### config.mk
export PLATFORM = sky130hd
export DESIGN_NAME = pnm_ascii_pixel_decoder_core
export DESIGN_NICKNAME = d
export VERILOG_FILES = /design/src/design/pnmdec_pkg.sv /design/src/design/pnmdec_cfg.sv /design/src/design/pnmdec_decode.sv /design/src/design/pnm_ascii_pixel_decoder_core.sv
export VERILOG_INCLUDE_DIRS = /design/src /design/src/design
export SDC_FILE = /design/constraint.sdc
export NUM_CORES = 1
export LEC_CHECK = 0
export ABC_AREA = 1
export BUFFER_PORTS_ARGS = -buffer_cell sky130_fd_sc_hd__clkbuf_2
export CAP_MARGIN = 20
export CELL_PAD_IN_SITES_DETAIL_PLACEMENT = 1
export CELL_PAD_IN_SITES_GLOBAL_PLACEMENT = 1
export CORE_MARGIN = 2
export CORE_UTILIZATION = 46
export CTS_CLUSTER_SIZE = 8
export DETAILED_ROUTE_END_ITERATION = 8
export GPL_ROUTABILITY_DRIVEN = 0
export PLACE_DENSITY_LB_ADDON = 0.1
export SETUP_SLACK_MARGIN = 0.05
export SLEW_MARGIN = 20
export SYNTH_ARGS = -nofsm -noshare
export SYNTH_HDL_FRONTEND = slang
export SYNTH_SLANG_ARGS = --single-unit
export TNS_END_PERCENT = 20
### constraint.sdc
create_clock -name clk -period 6.45 [get_ports clk]
set_input_delay 0.645 -clock clk [delete_from_list [all_inputs] [get_ports clk]]
set_output_delay 0.645 -clock clk [all_outputs]
set_load 0.01 [all_outputs]
### src/design/pnm_ascii_pixel_decoder_core_defines.svh
// Assertion macros shared by the decoder RTL.
// Each expects clk and arst_n in scope.
`ifndef PNM_ASCII_PIXEL_DECODER_CORE_DEFINES_SVH
`define PNM_ASCII_PIXEL_DECODER_CORE_DEFINES_SVH
`ifndef SYNTHESIS
`define PNMDEC_ASSERT_SAME(lbl, ante, cons, msg) \
	lbl: assert property (@(posedge clk) disable iff (!arst_n) (ante) |-> (cons)) else $error(msg);
`define PNMDEC_ASSERT_NEXT(lbl, ante, cons, msg) \
	lbl: assert property (@(posedge clk) disable iff (!arst_n) (ante) |=> (cons)) else $error(msg);
`else
`define PNMDEC_ASSERT_SAME(lbl, ante, cons, msg)
`define PNMDEC_ASSERT_NEXT(lbl, ante, cons, msg)
`endif
`endif

### src/design/pnmdec_pkg.sv
`timescale 1ns / 1ps
package pnmdec_pkg;

	localparam int unsigned MAX_PIXELS = 1048576;
	localparam int unsigned CNT_W      = 21;
	localparam int unsigned IDX_W      = 20;
	localparam int unsigned VAL_W      = 16;
	localparam int unsigned GAIN_W     = 8;
	localparam int unsigned PIX_W      = 8;

	localparam logic [CNT_W-1:0] CNT_LIMIT = CNT_W'(MAX_PIXELS);
	localparam logic [CNT_W-1:0] CNT_MAX   = {CNT_W{1'b1}};
	localparam logic [PIX_W-1:0] PIX_FULL  = 8'd255;
	localparam logic [PIX_W-1:0] PIX_ZERO  = 8'd0;

	typedef enum logic [1:0] {
		TYPE_NONE   = 2'd0,
		TYPE_BITMAP = 2'd1,
		TYPE_GREY   = 2'd2,
		TYPE_COLOUR = 2'd3
	} image_type_t;

	typedef enum logic [1:0] {
		REG_IMAGE_TYPE  = 2'd0,
		REG_PIXEL_COUNT = 2'd1,
		REG_GAIN        = 2'd2
	} cfg_reg_t;

	typedef enum logic [2:0] {
		ST_OK         = 3'd0,
		ST_BAD_BITMAP = 3'd1,
		ST_OVER       = 3'd2,
		ST_SHORT      = 3'd3,
		ST_EXACT      = 3'd4
	} status_t;

	typedef struct packed {
		image_type_t       image_type;
		logic [CNT_W-1:0]  pixel_count;
		logic [GAIN_W-1:0] gain;
	} cfg_t;

	typedef struct packed {
		logic             write_valid;
		logic [IDX_W-1:0] pixel_index;
		logic [PIX_W-1:0] red;
		logic [PIX_W-1:0] green;
		logic [PIX_W-1:0] blue;
		logic [2:0]       channel_mask;
		status_t          status;
	} res_t;

endpackage

### src/design/pnmdec_cfg.sv
`timescale 1ns / 1ps
module pnmdec_cfg (
	input  logic                   clk,
	input  logic                   arst_n,
	input  logic                   cfg_we,
	input  logic [1:0]             cfg_index,
	input  logic [20:0]            cfg_data,
	output pnmdec_pkg::cfg_t       cfg
);
	import pnmdec_pkg::*;

	cfg_t cfg_q;

	always_ff @(posedge clk or negedge arst_n) begin
		if (!arst_n) begin
			cfg_q.image_type  <= TYPE_BITMAP;
			cfg_q.pixel_count <= '0;
			cfg_q.gain        <= GAIN_W'(1);
		end else if (cfg_we) begin
			unique case (cfg_index)
				REG_IMAGE_TYPE:  cfg_q.image_type  <= image_type_t'(cfg_data[1:0]);
				REG_PIXEL_COUNT: cfg_q.pixel_count <= cfg_data[CNT_W-1:0];
				REG_GAIN:        cfg_q.gain        <= cfg_data[GAIN_W-1:0];
				default: ;
			endcase
		end
	end

	assign cfg = cfg_q;

endmodule

### src/design/pnmdec_decode.sv
`timescale 1ns / 1ps
module pnmdec_decode (
	input  logic                 clk,
	input  logic                 arst_n,
	input  pnmdec_pkg::cfg_t     cfg,
	input  logic                 step,
	input  logic [15:0]          token_value,
	input  logic                 token_numeric,
	input  logic                 end_of_data,
	output pnmdec_pkg::res_t     res
);
	import pnmdec_pkg::*;

	logic [1:0]       phase_q;
	logic [CNT_W-1:0] counter_q;
	logic             error_q;

	logic [1:0]              phase_n;
	logic [CNT_W-1:0]        counter_n;
	logic                    error_n;
	logic [CNT_W-1:0]        count_eff;
	image_type_t             type_eff;
	logic [1:0]              phase_eff;
	logic [GAIN_W+VAL_W-1:0] prod;
	logic [PIX_W-1:0]        scaled;
	logic [CNT_W-1:0]        counter_inc;
	logic                    in_range;
	logic [PIX_W-1:0]        bit_pix;

	always_comb begin
		count_eff   = (cfg.pixel_count > CNT_LIMIT) ? CNT_LIMIT : cfg.pixel_count;
		type_eff    = (cfg.image_type == TYPE_NONE) ? TYPE_BITMAP : cfg.image_type;
		phase_eff   = (phase_q == 2'd3) ? 2'd0 : phase_q;
		prod        = cfg.gain * token_value;
		scaled      = (|prod[GAIN_W+VAL_W-1:PIX_W]) ? PIX_FULL : prod[PIX_W-1:0];
		counter_inc = (counter_q == CNT_MAX) ? counter_q : counter_q + CNT_W'(1);
		in_range    = counter_q < count_eff;
		bit_pix     = (token_value == '0) ? PIX_FULL : PIX_ZERO;

		res       = '0;
		res.status = ST_OK;
		phase_n   = phase_q;
		counter_n = counter_q;
		error_n   = error_q;

		if (end_of_data) begin
			if (error_q)
				res.status = ST_BAD_BITMAP;
			else if (counter_q > count_eff || (counter_q == count_eff && phase_eff != 2'd0))
				res.status = ST_OVER;
			else if (counter_q < count_eff)
				res.status = ST_SHORT;
			else
				res.status = ST_EXACT;
		end else if (error_q) begin
			res.status = ST_BAD_BITMAP;
		end else if (token_numeric) begin
			if (type_eff == TYPE_COLOUR) begin
				if (in_range) begin
					res.write_valid  = 1'b1;
					res.pixel_index  = counter_q[IDX_W-1:0];
					res.channel_mask = 3'b001 << phase_eff;
					case (phase_eff)
						2'd0:    res.red   = scaled;
						2'd1:    res.green = scaled;
						default: res.blue  = scaled;
					endcase
				end else begin
					res.status = ST_OVER;
				end
				if (phase_eff == 2'd2) begin
					phase_n   = 2'd0;
					counter_n = counter_inc;
				end else begin
					phase_n = phase_eff + 2'd1;
				end
			end else if (!in_range) begin
				res.status = ST_OVER;
				counter_n  = counter_inc;
			end else if (type_eff == TYPE_BITMAP) begin
				if (token_value <= VAL_W'(1)) begin
					res.write_valid  = 1'b1;
					res.pixel_index  = counter_q[IDX_W-1:0];
					res.red          = bit_pix;
					res.green        = bit_pix;
					res.blue         = bit_pix;
					res.channel_mask = 3'b111;
					counter_n        = counter_inc;
				end else begin
					error_n    = 1'b1;
					res.status = ST_BAD_BITMAP;
				end
			end else begin
				res.write_valid  = 1'b1;
				res.pixel_index  = counter_q[IDX_W-1:0];
				res.red          = scaled;
				res.green        = scaled;
				res.blue         = scaled;
				res.channel_mask = 3'b111;
				counter_n        = counter_inc;
			end
		end
	end

	always_ff @(posedge clk or negedge arst_n) begin
		if (!arst_n) begin
			phase_q   <= '0;
			counter_q <= '0;
			error_q   <= 1'b0;
		end else if (step) begin
			phase_q   <= phase_n;
			counter_q <= counter_n;
			error_q   <= error_n;
		end
	end

endmodule

### src/design/pnm_ascii_pixel_decoder_core.sv
`timescale 1ns / 1ps
// channel   dir  tdata (low bit up)                          tuser          tlast
// s_*       in   token_value[15:0]                           token_numeric  end_of_data
// m_*       out  pixel_index, red, green, blue, mask, status write_valid    -
// cfg_*     in   write: cfg_we, cfg_index, cfg_data[20:0]
// One token per cycle while m_tready is high; a token passes the input register, then the result register.
// The pixel counter and phase update as a token moves from the input register to the result.
// m_tready low holds the result; the input register still takes one more beat.
// arst_n clears valids, counter, phase, error latch and config registers to reset values; data registers are not reset.
`include "pnm_ascii_pixel_decoder_core_defines.svh"
module pnm_ascii_pixel_decoder_core (
	input  logic        clk,
	input  logic        arst_n,
	input  logic        s_tvalid,
	output logic        s_tready,
	input  logic [15:0] s_tdata,   // token_value
	input  logic        s_tuser,   // token_numeric
	input  logic        s_tlast,   // end_of_data
	output logic        m_tvalid,
	input  logic        m_tready,
	output logic [55:0] m_tdata,   // pixel_index, red, green, blue, channel_mask, status, zero pad
	output logic        m_tuser,   // write_valid
	input  logic        cfg_we,
	input  logic [1:0]  cfg_index,
	input  logic [20:0] cfg_data
);
	import pnmdec_pkg::*;

	cfg_t        cfg;
	res_t        res;
	res_t        res_q;
	logic        valid_s1;
	logic [15:0] value_s1;
	logic        numeric_s1;
	logic        eod_s1;
	logic        out_valid_q;
	logic        adv;
	logic        s_fire;

	pnmdec_cfg u_cfg (
		.clk       (clk),
		.arst_n    (arst_n),
		.cfg_we    (cfg_we),
		.cfg_index (cfg_index),
		.cfg_data  (cfg_data),
		.cfg       (cfg)
	);

	pnmdec_decode u_decode (
		.clk           (clk),
		.arst_n        (arst_n),
		.cfg           (cfg),
		.step          (adv),
		.token_value   (value_s1),
		.token_numeric (numeric_s1),
		.end_of_data   (eod_s1),
		.res           (res)
	);

	assign adv      = valid_s1 && (!out_valid_q || m_tready);
	assign s_tready = !valid_s1 || adv;
	assign s_fire   = s_tvalid && s_tready;

	always_ff @(posedge clk or negedge arst_n) begin
		if (!arst_n) begin
			valid_s1    <= 1'b0;
			out_valid_q <= 1'b0;
		end else begin
			valid_s1    <= s_fire || (valid_s1 && !adv);
			out_valid_q <= adv || (out_valid_q && !m_tready);
		end
	end

	always_ff @(posedge clk) begin
		if (s_fire) begin
			value_s1   <= s_tdata;
			numeric_s1 <= s_tuser;
			eod_s1     <= s_tlast;
		end
		if (adv)
			res_q <= res;
	end

	assign m_tvalid = out_valid_q;
	assign m_tuser  = res_q.write_valid;
	assign m_tdata  = {6'd0, res_q.status, res_q.channel_mask, res_q.blue, res_q.green,
		res_q.red, res_q.pixel_index};

	`PNMDEC_ASSERT_NEXT(a_adv_gives_result, adv, m_tvalid, "result register not loaded")
	`PNMDEC_ASSERT_SAME(a_nowrite_clean, m_tvalid && !res_q.write_valid, res_q.channel_mask == 3'd0 && res_q.pixel_index == '0, "no-write result carries data")
	`PNMDEC_ASSERT_SAME(a_mask_shape, m_tvalid && res_q.write_valid, $onehot(res_q.channel_mask) || res_q.channel_mask == 3'b111, "bad channel mask")
	`PNMDEC_ASSERT_SAME(a_write_ok_status, m_tvalid && res_q.write_valid, res_q.status == ST_OK, "write with non-ok status")

endmodule
==> flow_metrics.env, run 1 <==
export IMPL_grt_start_max_net_pins=58
export IMPL_firstDrtPassIters=4
export IMPL_diodes=0
export IMPL_seq_area_frac_synth_pct=33.2
export IMPL_ys_warn_count=0
export IMPL_clkLatencyLatePin_ns=0.43
export IMPL_required_ns=6.59
export IMPL_grt_first_pass_wirelength_mm=47.4
export IMPL_routedWlPerCell_um=17.2
export IMPL_skew_ns=0.0120
export IMPL_place_area_sq_um=11100
export IMPL_ys_ff_latch=126
export IMPL_vias=8533
export IMPL_cp_arrival_ns=5.89
export IMPL_register_area_sq_um=3500
export IMPL_clk_pin_slew_ns=0.07
export IMPL_via_per_inst=5.17
export IMPL_core_area_sq_um=22600
export IMPL_end_kind="register"
export IMPL_worst_pin_slew_ns=0.958
export IMPL_stdcell_area_sq_um=11700
export IMPL_setup_viol=0
export IMPL_maxCapViolations=0
export IMPL_r2r_end="m_tdata[21]"
export IMPL_slew_violations=0
export IMPL_ios=105
export IMPL_start_util_pct=46.7
export IMPL_fin_crit_ns=5.75
export IMPL_wirelength_mm=28.4
export IMPL_fin_nets=1551
export IMPL_cts_sinks=126
export IMPL_cts_buffers=17
export IMPL_antenna_found_initial=0
export IMPL_powerDensity_nw_per_um2=387
export IMPL_grt_usage_pct=25.0
export IMPL_multi_input_area_sq_um=5850
export IMPL_run_status="completed"
export IMPL_cts_max_path_buffers=2
export IMPL_htreeDepth=4
export IMPL_hpwl_mm=21.5
export IMPL_netlist_top_cells_area="edfxtp_1 (20%), fa_1 (16%), dfrtp_1 (13%), nand2_1 (13%), inv_1 (8.8%)"
export IMPL_ff2ff_setup_slack_ns=0.70
export IMPL_rows=55
export IMPL_critical_path_class="register to register"
export IMPL_clock_fmax_ghz=0.174
export IMPL_cts_tree="built"
export IMPL_ant_nets=0
export IMPL_die_area_sq_um=24100
export IMPL_critPathMaxFanout=17
export IMPL_period_share_pct=89.1
export IMPL_grt_pass1_vias=9211
export IMPL_max_slew_margin_pct=36.0
export IMPL_final_setup_tns_ns=0
export IMPL_startpoint_type="register"
export IMPL_synth_cells=1280
export IMPL_rsz0062_at_grt="no"
export IMPL_drtIter0Drc=307
export IMPL_layout_drive_gt1_share_pct=12.1
export IMPL_synth_area_leader_cell="edfxtp_1"
export IMPL_cts_resized=0
export IMPL_reg2reg_from="u_cfg.cfg[4]"
export IMPL_die_h_um=155
export IMPL_synth_top_cell_area_share_pct=19.7
export IMPL_drc=0
export IMPL_area_growth_pct=11.4
export IMPL_ys_types=42
export IMPL_cts_hold_buf=0
export IMPL_syn_avg_cell_area_sq_um=8.23
export IMPL_hold_violations=0
export IMPL_n_fill_cell=2787
export IMPL_portBuffers=98
export IMPL_post_cts_setup_buffers=0
export IMPL_grt_overflow=0
export IMPL_syn_area_sq_um=10500
export IMPL_cts_root_buf="clkbuf_16"
export IMPL_power_leakage_uw=0.00589
export IMPL_reg2regPathDepth=22
export IMPL_power_uw=4540
export IMPL_ir_drop_v=0.000240
export IMPL_hold_path_class="input pin to async pin"
export IMPL_chipWidth_um=155
[cell type report]
| class | instances | area share, % |
|---|---|---|
| well taps | 285 | 3.04 |
| inverters | 250 | 8.01 |
| flip-flops and latches | 126 | 29.8 |
| clock inverters | 15 | 1.28 |
| multi-input cells | 856 | 49.9 |
| repair buffers | 100 | 4.31 |
| clock buffers | 17 | 3.63 |
[layout by cell type (no fill, tap or decap), types with 3 or more instances in the layout]
cell,synthesis,layout
nand2_1,353,353
inv_1,247,246
clkbuf_2,0,98
fa_1,84,84
nor2_1,74,74
ha_1,70,70
edfxtp_1,69,69
nand3_1,56,55
dfrtp_1,55,55
a21oi_1,48,48
o21ai_0,39,39
nand4_1,26,26
xor2_1,25,25
clkbuf_16,0,17
nor4_1,16,16
mux2_2,12,12
nor3_1,11,11
conb_1,1,6
nor2_2,5,5
xnor2_1,5,5
nand2_2,4,4
o21bai_1,4,4
inv_6,0,4
nand3_2,2,3
inv_8,0,3
clkinv_4,0,3
clkinvlp_4,0,3
[how the worst max path moves through the flow]
stage | from | slack (ns) | endpoint
after floorplan | u_cfg.cfg[7] | 1.42 | m_tdata[24]
after global placement | u_cfg.cfg[7] | 0.74 | m_tdata[26]
after detailed placement | u_cfg.cfg[7] | 0.72 | m_tdata[33]
after CTS | u_cfg.cfg[7] | 0.65 | m_tdata[21]
after global routing | u_cfg.cfg[4] | 0.24 | m_tdata[21]
final | u_cfg.cfg[4] | 0.70 | m_tdata[21]
[critical path, stage by stage (launching register included)]
cell and delay [ns]:
dfrtp_1 0.79, nand2_1 0.21, fa_1 0.58, inv_1 0.05, fa_1 0.47, inv_1 0.05, fa_1 0.50, fa_1 0.55
inv_1 0.04, ha_1 0.34, nand2_1 0.08, nand2_1 0.09, inv_1 0.08, nand2_1 0.06, nand2_1 0.05, nand3_1 0.17
xor2_1 0.20, nor2_1 0.10, nand2_1 0.08, nor2_2 0.52, nand3_1 0.24, nand2_1 0.13, a21oi_1 0.08
[synthesized netlist by cell type]
cell	number
nand2_1	353
inv_1	247
fa_1	84
nor2_1	74
ha_1	70
edfxtp_1	69
nand3_1	56
dfrtp_1	55
a21oi_1	48
o21ai_0	39
clkbuf_1	26
nand4_1	26
xor2_1	25
buf_2	17
nor4_1	16
mux2_2	12
nor3_1	11
buf_4	7
nor2_2	5
xnor2_1	5
nand2_2	4
o21bai_1	4
a211oi_1	2
and2_1	2
buf_6	2
dfstp_2	2
inv_2	2
nand3_2	2
nor3_2	2
a21boi_0	1
clkbuf_4	1
clkinv_1	1
conb_1	1
nand3b_1	1
nor2_4	1
nor3b_1	1
nor4_2	1
o211ai_1	1
o21ai_1	1
o221ai_1	1
o22ai_1	1
or2_1	1
[kinds of logic (layout without fill, tap and decap cells)]
family | Yosys count | count (layout) | share of synthesized area [%]
AO/OA/AOI/OAI | 98 | 98 | 4.89
XOR/XNOR | 30 | 30 | 2.49
adder cells (fa/ha/maj) | 154 | 154 | 24.3
buffers and inverters | 303 | 382 | 11.4
flip-flops | 126 | 126 | 33.2
multiplexers | 12 | 12 | 1.28
other | 1 | 6 | 0.0356
AND/OR/NAND/NOR | 556 | 556 | 22.4
[power by group]
part / leakage [uW] / internal, uW / switching [uW]
Combinational: 0.00430 / 920 / 1630
Sequential: 0.00132 / 919 / 109
Clock: 0.000272 / 512 / 449
[metrics by stage]
stage | setup WS, ns | std cells | hold WS, ns | util, %
2_1_floorplan | 1.42 | 1285 | 0.349 | -
3_3_place_gp | 0.736 | 1617 | 0.490 | 49.4
3_5_place_dp | 0.722 | 1617 | 0.497 | 49.4
4_1_cts | 0.651 | 1649 | 0.375 | 51.9
5_1_grt | 0.245 | 1649 | 0.373 | 52.0
6_report | 0.700 | 1649 | 0.377 | 52.0
[registers in the layout, indices dropped and copies added, names as in the netlist]
register,count
m_tdata,50
u_cfg.cfg,31
u_decode.counter_q,21
value_s1,16
u_decode.phase_q,2
eod_s1,1
m_tuser,1
m_tvalid,1
numeric_s1,1
u_decode.error_q,1
valid_s1,1
[per-layer routing]
layer | share of wire (%) | vias up | global-route usage, % | wire [um]
met5 | 0 | - | 0 | 0
met4 | 1.5 | 0 | 6.20 | 416
met3 | 3.3 | 35 | 3.31 | 947
met2 | 50 | 140 | 43.6 | 14100
met1 | 46 | 4237 | 33.1 | 13000
li1 | - | 4121 | - | -
No activity file was read; power rests on OpenSTA's default activity.
==> run 2: changes to the inputs <==
Settings changed: BUFFER_PORTS_ARGS -buffer_cell sky130_fd_sc_hd__clkbuf_2 to default, CORE_UTILIZATION 46 to 49, DONT_BUFFER_PORTS from default to 1, RECOVER_POWER from default to 25.
==> run 2 against run 1 <==
The run now ends with capacitance limit, slew limit left. Final cell count is 6.6% lower. Total power hardly changed. Die area is 6.0% lower. Global-route usage is 1.7 points higher. Sequential share of layout area is 1.3 points higher. Utilization is 1.3 points higher. Final area is 4.2% lower. Maximum frequency is 1.0% lower. Clock skew hardly changed. First-iteration DRC count is 4.6% higher. Combinational power is 2% lower. Critical path type unchanged.
==> flow_metrics.env, run 2 (synthesis results as in run 1) <==
export IMPL_run_status="complete, but fails checks"
export IMPL_violations="capacitance limit, slew limit"
export IMPL_reg2reg_from="u_cfg.cfg[7]"
export IMPL_htreeDepth=4
export IMPL_die_area_sq_um=22700
export IMPL_period_share_pct=90.1
export IMPL_slowest_stage="dfrtp_1"
export IMPL_path_cells="nand2_1 -> fa_1 -> inv_1 -> fa_1 -> inv_1 -> fa_1 -> fa_1 -> inv_1 -> ha_1 -> nand2_1 -> nand2_1 -> inv_1 -> nand2_1 -> nand2_1 -> nand3_1 -> xor2_1 -> nor2_1 -> nand2_1 -> nor2_2 -> nand3_1 -> nand2_1 -> a21oi_1"
export IMPL_hold_violations=0
export IMPL_clk_pin_slew_ns=0.07
export IMPL_critPathMaxFanout=17
export IMPL_end_kind="register"
export IMPL_power_uw=4540
export IMPL_ant_nets=0
export IMPL_max_slew_margin_pct=-114
export IMPL_crit_top_cell="nand2_1"
export IMPL_hpwl_mm=21.0
export IMPL_via_per_inst=5.36
export IMPL_switching_share_pct=47.8
export IMPL_clock_fmax_ghz=0.172
export IMPL_p_sw_uw=2170
export IMPL_cts_hold_buf=1
export IMPL_firstDrtPassIters=4
export IMPL_maxCapViolations=1
export IMPL_cts_resized=0
export IMPL_grt_first_pass_wirelength_mm=46.9
export IMPL_layout_commonest_cell="nand2_1"
export IMPL_largest_reg_flops=50
export IMPL_core_area_sq_um=21100
export IMPL_worst_pin_slew_ns=3.21
export IMPL_cts_root_buf="clkbuf_16"
export IMPL_rsz0062_at_grt="no"
export IMPL_p_seq_share_pct=22.9
export IMPL_fin_nets=1452
export IMPL_grt_overflow=0
export IMPL_post_cts_setup_buffers=0
export IMPL_chipWidth_um=151
export IMPL_p_comb_share_pct=54.9
export IMPL_ir_drop_v=0.000275
export IMPL_stdcell_count=1540
export IMPL_reg2regPathDepth=22
export IMPL_dp_cells=1507
export IMPL_skew_ns=0.0123
export IMPL_portBuffers=0
export IMPL_cts_tree="built"
export IMPL_endpoint="m_tdata[41]"
export IMPL_antenna_found_initial=0
export IMPL_critical_path_class="register to register"
export IMPL_grt_usage_pct=26.7
export IMPL_startpoint_type="register"
export IMPL_grt_start_max_net_pins=56
export IMPL_p_int_uw=2370
export IMPL_layout_common_cells="nand2_1 (353), inv_1 (246), fa_1 (84), nor2_1 (74), ha_1 (70)"
export IMPL_drc=0
export IMPL_drtIter0Drc=321
export IMPL_cts_buffers=17
export IMPL_dr_max_layer_used="met4"
export IMPL_grt_pass1_vias=9063
export IMPL_vias=8248
export IMPL_critPathMaxStageDelay_ns=0.78
export IMPL_die_h_um=151
export IMPL_start_util_pct=50.0
export IMPL_area_growth_pct=6.72
export IMPL_powerDensity_nw_per_um2=404
export IMPL_crit_path_start="u_cfg.cfg[7]"
export IMPL_setup_viol=0
export IMPL_slew_violations=56
export IMPL_cp_arrival_ns=5.96
export IMPL_clkPwrFrac_pct=22.2
export IMPL_wirelength_mm=28.1
export IMPL_fin_crit_ns=5.81
export IMPL_final_setup_tns_ns=0
export IMPL_cts_max_path_buffers=2
export IMPL_routedWlPerCell_um=18.2
export IMPL_rows=53
export IMPL_hold_path_class="input pin to async pin"
export IMPL_cts_sinks=126
export IMPL_power_leakage_uw=0.00549
export IMPL_ff2ff_setup_slack_ns=0.64
export IMPL_wl_met2_mm=14.1
export IMPL_wl_met1_mm=12.8
export IMPL_dr_wl_met3_um=811
export IMPL_ios=105
export IMPL_clkLatencyLatePin_ns=0.43
export IMPL_r2r_end="m_tdata[41]"
export IMPL_diodes=0
export IMPL_required_ns=6.60
export IMPL_layout_drive_gt1_share_pct=5.14
-- run 2: final cells by class --
| type | instances | area (sq um) |
|---|---|---|
| fillers | 2576 | 9850 |
| inverters | 250 | 940 |
| clock inverters | 15 | 175 |
| clock buffers | 17 | 425 |
| repair buffers | 1 | 3.75 |
| well taps | 275 | 344 |
| multi-input cells | 856 | 5850 |
| flip-flops and latches | 126 | 3500 |
-- run 2: how the worst min path moves through the flow --
stage           start                     end  slack, ns  depth (start not counted)
6_report       arst_n           u_cfg.cfg[29]       0.06                          0
4_1_cts        arst_n           u_cfg.cfg[29]       0.05                          0
5_1_grt        arst_n           u_cfg.cfg[29]       0.05                          0
3_3_place_gp   arst_n  u_decode.counter_q[19]       0.35                          0
2_1_floorplan  arst_n                m_tvalid       0.35                          0
3_5_place_dp   arst_n  u_decode.counter_q[19]       0.35                          0
-- run 2: layer usage --
metal  up-vias  GRT usage [%]
li1       3928              -
met1      4133           34.9
met2       155           46.4
met3        32           4.27
met4         0           6.40
met5         -              0
-- run 2: through the flow --
stage	hold WS [ns]	setup slack, ns	instance area [sq um]	util, %
after global routing	0.0450	0.198	11200	53.3
final	0.0564	0.640	11200	53.3
after floorplan	0.349	1.42	10600	-
after detailed placement	0.351	0.692	10600	50.4
after global placement	0.352	0.816	10600	50.4
after CTS	0.0469	0.634	11300	53.4
-- run 2: worst max-delay path, delay by kind of cell, from the launching register on --
family	cells	cell delay (ns)
buffers and inverters	4	0.24
DFF	1	0.78
xor gates and xnor gates	1	0.20
AOI/OAI and AO/OA	1	0.07
adders and majority gates	5	2.51
and+or+nand+nor	11	1.71
-- run 2: power groups by stage --
stage | clock network [uW] | logic, uW | registers [uW]
floorplan | 0 | 1980 | 970
global placement | 0 | 2420 | 1050
detailed placement | 0 | 2480 | 1060
CTS | 1020 | 2540 | 1040
global route | 1050 | 2910 | 1050
finish | 1010 | 2490 | 1040
